--- config.mk ---
export PLATFORM = sky130hd
export DESIGN_NAME = stra_ctrl
export DESIGN_NICKNAME = d
export VERILOG_FILES = /design/src/rtl/core/stra_pkg.sv /design/src/rtl/core/stra_ctrl.sv
export SDC_FILE = /design/constraint.sdc
export NUM_CORES = 1
export LEC_CHECK = 0
export BUFFER_PORTS_ARGS = -buffer_cell sky130_fd_sc_hd__buf_2
export CELL_PAD_IN_SITES_DETAIL_PLACEMENT = 1
export CELL_PAD_IN_SITES_GLOBAL_PLACEMENT = 1
export CORE_MARGIN = 2
export CORE_UTILIZATION = 32
export CTS_CLUSTER_DIAMETER = 30
export DETAILED_ROUTE_END_ITERATION = 10
export GPL_TIMING_DRIVEN = 0
export PLACE_DENSITY_LB_ADDON = 0.1
export SYNTH_ARGS = -nofsm -noshare
export SYNTH_HDL_FRONTEND = slang
export SYNTH_SLANG_ARGS = --single-unit
--- constraint.sdc ---
create_clock -name clk -period 1.75 [get_ports clk]
set_clock_uncertainty 0.2 [all_clocks]
set_input_delay 0.0875 -clock clk [delete_from_list [all_inputs] [get_ports clk]]
set_output_delay 0.0875 -clock clk [all_outputs]
set_load 0.03 [all_outputs]
--- src/rtl/core/stra_pkg.sv ---
`timescale 1ns / 1ps
package stra_pkg;

  localparam int DEF_LEAVES = 1024;
  localparam int SLOT_W     = 10;
  localparam int VALUE_W    = 21;
  localparam int TAG_W      = 11;
  localparam int RANGE_W    = 11;
  // stored slot index is wide enough for the largest tree
  localparam int SLOT_MAX_W = 16;
  // width used for range and bound comparisons
  localparam int CMP_W      = 18;

  // one tree node: winning slot and its stored value and tag
  typedef struct packed {
    logic                  vld;
    logic [SLOT_MAX_W-1:0] slot;
    logic [VALUE_W-1:0]    value;
    logic [TAG_W-1:0]      tag;
  } key_t;

  localparam int KEY_W = 1 + SLOT_MAX_W + VALUE_W + TAG_W;

  // controller to datapath
  typedef struct packed {
    logic clr_step;
    logic load;
    logic upd_leaf;
    logic upd_rd;
    logic upd_wr;
    logic q_rdl;
    logic q_absl;
    logic q_rdr;
    logic q_absr;
    logic q_shift;
    logic out_load;
  } dp_cmd_t;

  // datapath to controller
  typedef struct packed {
    logic clr_last;
    logic is_query;
    logic skip;
    logic upd_top;
    logic l_lt_r;
    logic l_odd;
    logic r_odd;
    logic out_free;
  } dp_stat_t;

  // greater value wins, then smaller tag, then higher slot
  function automatic key_t best(input key_t a, input key_t b);
    logic a_wins;
    if (!a.vld) begin
      a_wins = 1'b0;
    end else if (!b.vld) begin
      a_wins = 1'b1;
    end else if (a.value != b.value) begin
      a_wins = $signed(a.value) > $signed(b.value);
    end else if (a.tag != b.tag) begin
      a_wins = $signed(a.tag) < $signed(b.tag);
    end else begin
      a_wins = a.slot > b.slot;
    end
    return a_wins ? a : b;
  endfunction

endpackage

--- src/rtl/core/stra_ctrl.sv ---
`timescale 1ns / 1ps
module stra_ctrl
  import stra_pkg::*;
(
  input  logic     clk,
  input  logic     rst_n,
  input  logic     in_valid,
  output logic     in_ready,
  output dp_cmd_t  cmd,
  input  dp_stat_t stat
);

  typedef enum logic [10:0] {
    S_CLR   = 11'b000_0000_0001,
    S_IDLE  = 11'b000_0000_0010,
    S_DISP  = 11'b000_0000_0100,
    S_ULEAF = 11'b000_0000_1000,
    S_URD   = 11'b000_0001_0000,
    S_UWR   = 11'b000_0010_0000,
    S_QL    = 11'b000_0100_0000,
    S_QLW   = 11'b000_1000_0000,
    S_QR    = 11'b001_0000_0000,
    S_QRW   = 11'b010_0000_0000,
    S_DONE  = 11'b100_0000_0000
  } state_t;

  state_t state_r, state_nxt;

  assign in_ready = (state_r == S_IDLE);

  // next state and commands
  always_comb begin
    state_nxt = state_r;
    cmd       = '0;
    case (state_r)
      S_CLR: begin
        cmd.clr_step = 1'b1;
        if (stat.clr_last) state_nxt = S_IDLE;
      end
      S_IDLE: begin
        if (in_valid) begin
          cmd.load  = 1'b1;
          state_nxt = S_DISP;
        end
      end
      S_DISP: begin
        if (stat.skip) state_nxt = S_DONE;
        else if (stat.is_query) state_nxt = S_QL;
        else state_nxt = S_ULEAF;
      end
      S_ULEAF: begin
        cmd.upd_leaf = 1'b1;
        state_nxt    = S_URD;
      end
      S_URD: begin
        cmd.upd_rd = 1'b1;
        state_nxt  = S_UWR;
      end
      S_UWR: begin
        cmd.upd_wr = 1'b1;
        state_nxt  = stat.upd_top ? S_DONE : S_URD;
      end
      S_QL: begin
        if (!stat.l_lt_r) begin
          state_nxt = S_DONE;
        end else if (stat.l_odd) begin
          cmd.q_rdl = 1'b1;
          state_nxt = S_QLW;
        end else begin
          state_nxt = S_QR;
        end
      end
      S_QLW: begin
        cmd.q_absl = 1'b1;
        state_nxt  = S_QR;
      end
      S_QR: begin
        if (stat.r_odd) begin
          cmd.q_rdr = 1'b1;
          state_nxt = S_QRW;
        end else begin
          cmd.q_shift = 1'b1;
          state_nxt   = S_QL;
        end
      end
      S_QRW: begin
        cmd.q_absr = 1'b1;
        state_nxt  = S_QL;
      end
      S_DONE: begin
        if (stat.out_free) begin
          cmd.out_load = 1'b1;
          state_nxt    = S_IDLE;
        end
      end
      default: state_nxt = S_CLR;
    endcase
  end

  always_ff @(posedge clk) begin
    if (!rst_n) begin
      state_r <= S_CLR;
    end else begin
      state_r <= state_nxt;
    end
  end

endmodule

==> results.sh <==
export IMPL_run_status="complete, but fails checks"
export IMPL_violations="setup timing"
export IMPL_die_h_um=54.3
export IMPL_num_fill_cells=293
export IMPL_worst_endpoint_required_ps=1460
export IMPL_critical_path_peak_fanout=3
export IMPL_track_usage_pct=21.9
export IMPL_antenna_left=0
export IMPL_clock_network_latency_to_the_later_pin_of_the_worst_skew_pair_ps=270
export IMPL_drv_cap=0
export IMPL_ir_worst_vdd_uv=462
export IMPL_routed_wirelength_um=2930
export IMPL_path_cells="or4_4 > nor3_4 > nand2_2 > nor3b_4 > buf_6"
export IMPL_timing_final_hold_violations=0
export IMPL_finalSetupViolations=21
export IMPL_power_density_nw_per_um2=469
export IMPL_number_of_flops_mapped_to_enable_cells_by_yosys=0
export IMPL_cts_sinks=11
export IMPL_cp_start_kind="register"
export IMPL_synth_cells=105
export IMPL_rsz_0062_raised_after_global_routing="true"
export IMPL_largest_register_ffs=11
export IMPL_first_pass_drt_iterations=4
export IMPL_yosysTopAreaCellShare_pct=27.2
export IMPL_timing_rr_end="state_r[5]$_SDFFE_PN0P_"
export IMPL_min_delay_path_class="in -> reg"
export IMPL_area_sequential_um2=236
export IMPL_grt_first_pass_wirelength_um=4510
export IMPL_synth_async_sr_flop_share_pct=0
export IMPL_dieArea_um2=2950
export IMPL_fin_crit_ps=2130
export IMPL_timing_critical_path_slowest_stage_cell="sky130_fd_sc_hd__or4_4"
export IMPL_placementRows=18
export IMPL_synth_ff_latch_count=11
export IMPL_vias=955
export IMPL_register_name_with_the_most_flops="state_r"
export IMPL_timing_rr_start="state_r[0]$_SDFFE_PN1P_"
export IMPL_fraction_of_layout_instances_using_a_drive_strength_above_1_pct=48.0
export IMPL_drtIter0Drc=27
export IMPL_grt_antenna_before_repair=0
export IMPL_yosysWarningCount=0
export IMPL_io_buffers=21
export IMPL_yosysUniqueCellTypes=38
export IMPL_timing_fmax_mhz=469
export IMPL_sequentialPowerShare_pct=40.4
export IMPL_post_layout_total_power_w=0.000634
export IMPL_core_region_area_um2=2430
export IMPL_critical_path_s_largest_stage_delay_ps=550
export IMPL_timing_final_crit_share_pct=122
export IMPL_netlist_area_um2=810
export IMPL_io_pins=23
export IMPL_finalMaxSlewViolations=0
export IMPL_critical_path_sink="cmd[7]"
export IMPL_worst_endpoint_arrival_ps=1850
export IMPL_rr_worst_depth=7
export IMPL_timing_setup_critical_path_class="reg -> out"
export IMPL_layout_nets=160
export IMPL_antenna_cells_inserted=0
export IMPL_ys_flop_type="sky130_fd_sc_hd__dfxtp_1"
export IMPL_hpwl_um=1870
export IMPL_initial_core_util_pct=33.3
export IMPL_synthesis_area_per_instance_um2=7.71
export IMPL_cts_buffers_inserted=3
export IMPL_yosys_cell_count_top_type="sky130_fd_sc_hd__nor2_1"
export IMPL_ctsLongestPathBuffers=2
export IMPL_internal_power_w=0.000428
export IMPL_synth_top_cells_by_count="13 x sky130_fd_sc_hd__nor2_1, 11 x sky130_fd_sc_hd__dfxtp_1, 6 x sky130_fd_sc_hd__nand2_1, 6 x sky130_fd_sc_hd__o21ai_0"
export IMPL_setup_tns_final_ps=-5400
export IMPL_tightest_hold_margin_ps=13.8
export IMPL_swShare_pct=32.6
export IMPL_cp_startpoint="state_r[0]$_SDFFE_PN1P_"
export IMPL_vias_in_the_first_global_route=969
export IMPL_top_regs="state_r x11"
export IMPL_power_frac_comb_pct=30.5
export IMPL_yosys_area_top_type="sky130_fd_sc_hd__dfxtp_1"
export IMPL_htree_num_levels=1
export IMPL_seq_area_frac_synth_pct=27.2
export IMPL_worst_r2r_setup_slack_ps=-330
export IMPL_timing_max_slew_rel_slack_pct=73.0
export IMPL_worst_setup_hold_path_clk_slew_ps=80
export IMPL_gp_congestion=0.871
export IMPL_cts_root_buf="sky130_fd_sc_hd__clkbuf_4"
export IMPL_chip_width_um=54.3
export IMPL_overflow=0
export IMPL_viasPerCell=5.37
export IMPL_syn_nets=116
export IMPL_final_setup_worst_slack_ps=-383
export IMPL_synth_area_top_cells="sky130_fd_sc_hd__dfxtp_1 27%, sky130_fd_sc_hd__nor2_1 6.0%, sky130_fd_sc_hd__nor4b_1 5.4%, sky130_fd_sc_hd__nor3_4 4.0%, sky130_fd_sc_hd__nand2b_1 3.9%"
export IMPL_maximum_number_of_pins_on_one_net_before_global_route_repair=11
export IMPL_p_leak_nw=0.530
export IMPL_multi_input_area_um2=667
export IMPL_wire_per_inst_um=16.5
export IMPL_power_switching_w=0.000207
export IMPL_worstSetupEndpointType="output port"
export IMPL_pwr_share_clk_pct=29.1
export IMPL_areaGrowthSynthToFinish_pct=67.1
export IMPL_tightestPinTransition_ps=405
export IMPL_drcViolationCount=0
export IMPL_cts_tree="yes"
worst min-delay path by stage:
| stage | start | end | slack, ps | cells past startpoint |
|---|---|---|---|---|
| CTS | rst_n | state_r[4]$_SDFFE_PN0P_ | 60 | 2 |
| detailed placement | stat[6] | state_r[3]$_SDFFE_PN0P_ | 80 | 2 |
| floorplan | stat[6] | state_r[3]$_SDFFE_PN0P_ | -30 | 1 |
| global placement | stat[6] | state_r[3]$_SDFFE_PN0P_ | 70 | 2 |
| global route | rst_n | state_r[4]$_SDFFE_PN0P_ | 70 | 2 |
| finish | rst_n | state_r[4]$_SDFFE_PN0P_ | 10 | 2 |
critical path, delay by kind of cell (launching register included):
kind | cells | cell delay [ps]
simple gates | 4 | 1070
flops | 1 | 350
buf+inv | 1 | 150
per-stage QoR:
step	std cells	cell area, µm²	utilization [%]	setup slack, ps
after global placement	156	1050	43.1	-545
after detailed placement	156	1050	43.1	-483
after floorplan	105	905	-	-161
after global routing	178	1350	55.6	-473
after CTS	173	1300	53.4	-482
final	178	1350	55.6	-383
final cells by class:
class,instances,area share [%]
clock buffers,3,1.67
clock inverters,1,0.370
plain buffers,3,1.94
multi-input cells,81,49.3
well taps,30,2.78
repair buffers,44,25.1
flip-flops and latches,11,17.5
inverters,5,1.39
routing by layer:
metal	vias to the layer above	wire (µm)	track usage (%)	share of wire (%)
met3	2	74	3.83	2.5
met5	-	0	0	0
li1	473	-	-	-
met4	0	10	10.4	0.34
met1	464	1210	26.1	41
met2	16	1630	38.0	56
logic make-up (layout without fill, tap and decap cells):
group	Yosys count	in the layout	synth area share [%]
AOI/OAI and AO/OA	20	20	16.2
xor gates and xnor gates	3	3	3.25
buffers and inverters	13	56	7.42
DFF	11	11	27.2
and+or+nand+nor	58	58	45.9
layout by cell type (no fill, tap or decap), types with 2 or more instances in the layout:
master,count
sky130_fd_sc_hd__nor3_4,3
sky130_fd_sc_hd__nor2_1,9
sky130_fd_sc_hd__o31a_1,2
sky130_fd_sc_hd__nand4b_1,3
sky130_fd_sc_hd__nor4b_1,3
sky130_fd_sc_hd__o21a_1,2
sky130_fd_sc_hd__dfxtp_4,3
sky130_fd_sc_hd__dfxtp_2,4
sky130_fd_sc_hd__nor3_1,3
sky130_fd_sc_hd__nand2_1,6
sky130_fd_sc_hd__clkbuf_4,3
sky130_fd_sc_hd__nand2b_1,5
sky130_fd_sc_hd__dfxtp_1,4
sky130_fd_sc_hd__nor4b_4,2
sky130_fd_sc_hd__nor2_4,5
sky130_fd_sc_hd__buf_2,13
sky130_fd_sc_hd__inv_1,4
sky130_fd_sc_hd__o21ai_0,5
sky130_fd_sc_hd__dlygate4sd3_1,9
sky130_fd_sc_hd__buf_4,17
sky130_fd_sc_hd__xor2_1,2
sky130_fd_sc_hd__nand4_1,2
sky130_fd_sc_hd__buf_6,7
sky130_fd_sc_hd__o22ai_1,2
sky130_fd_sc_hd__nor3b_4,2
power groups by stage:
stage	clock network (W)	registers, W	logic [W]
5_1_grt	0.000202	0.000257	0.000212
2_1_floorplan	0	0.000266	0.000102
3_3_place_gp	0	0.000268	0.000134
3_5_place_dp	0	0.000268	0.000139
4_1_cts	0.000190	0.000257	0.000179
6_report	0.000185	0.000256	0.000193
what timing repair did:
action / CTS / global route
endpoints found under the setup margin: 22 / 23
setup buffers: 9 / 6
pin swaps: 9 / 8
hold buffers: 9 / 0
gates resized for setup: 30 / 3
endpoints found under the hold margin: 8 / 0
Power figures use the tool's default switching activity.
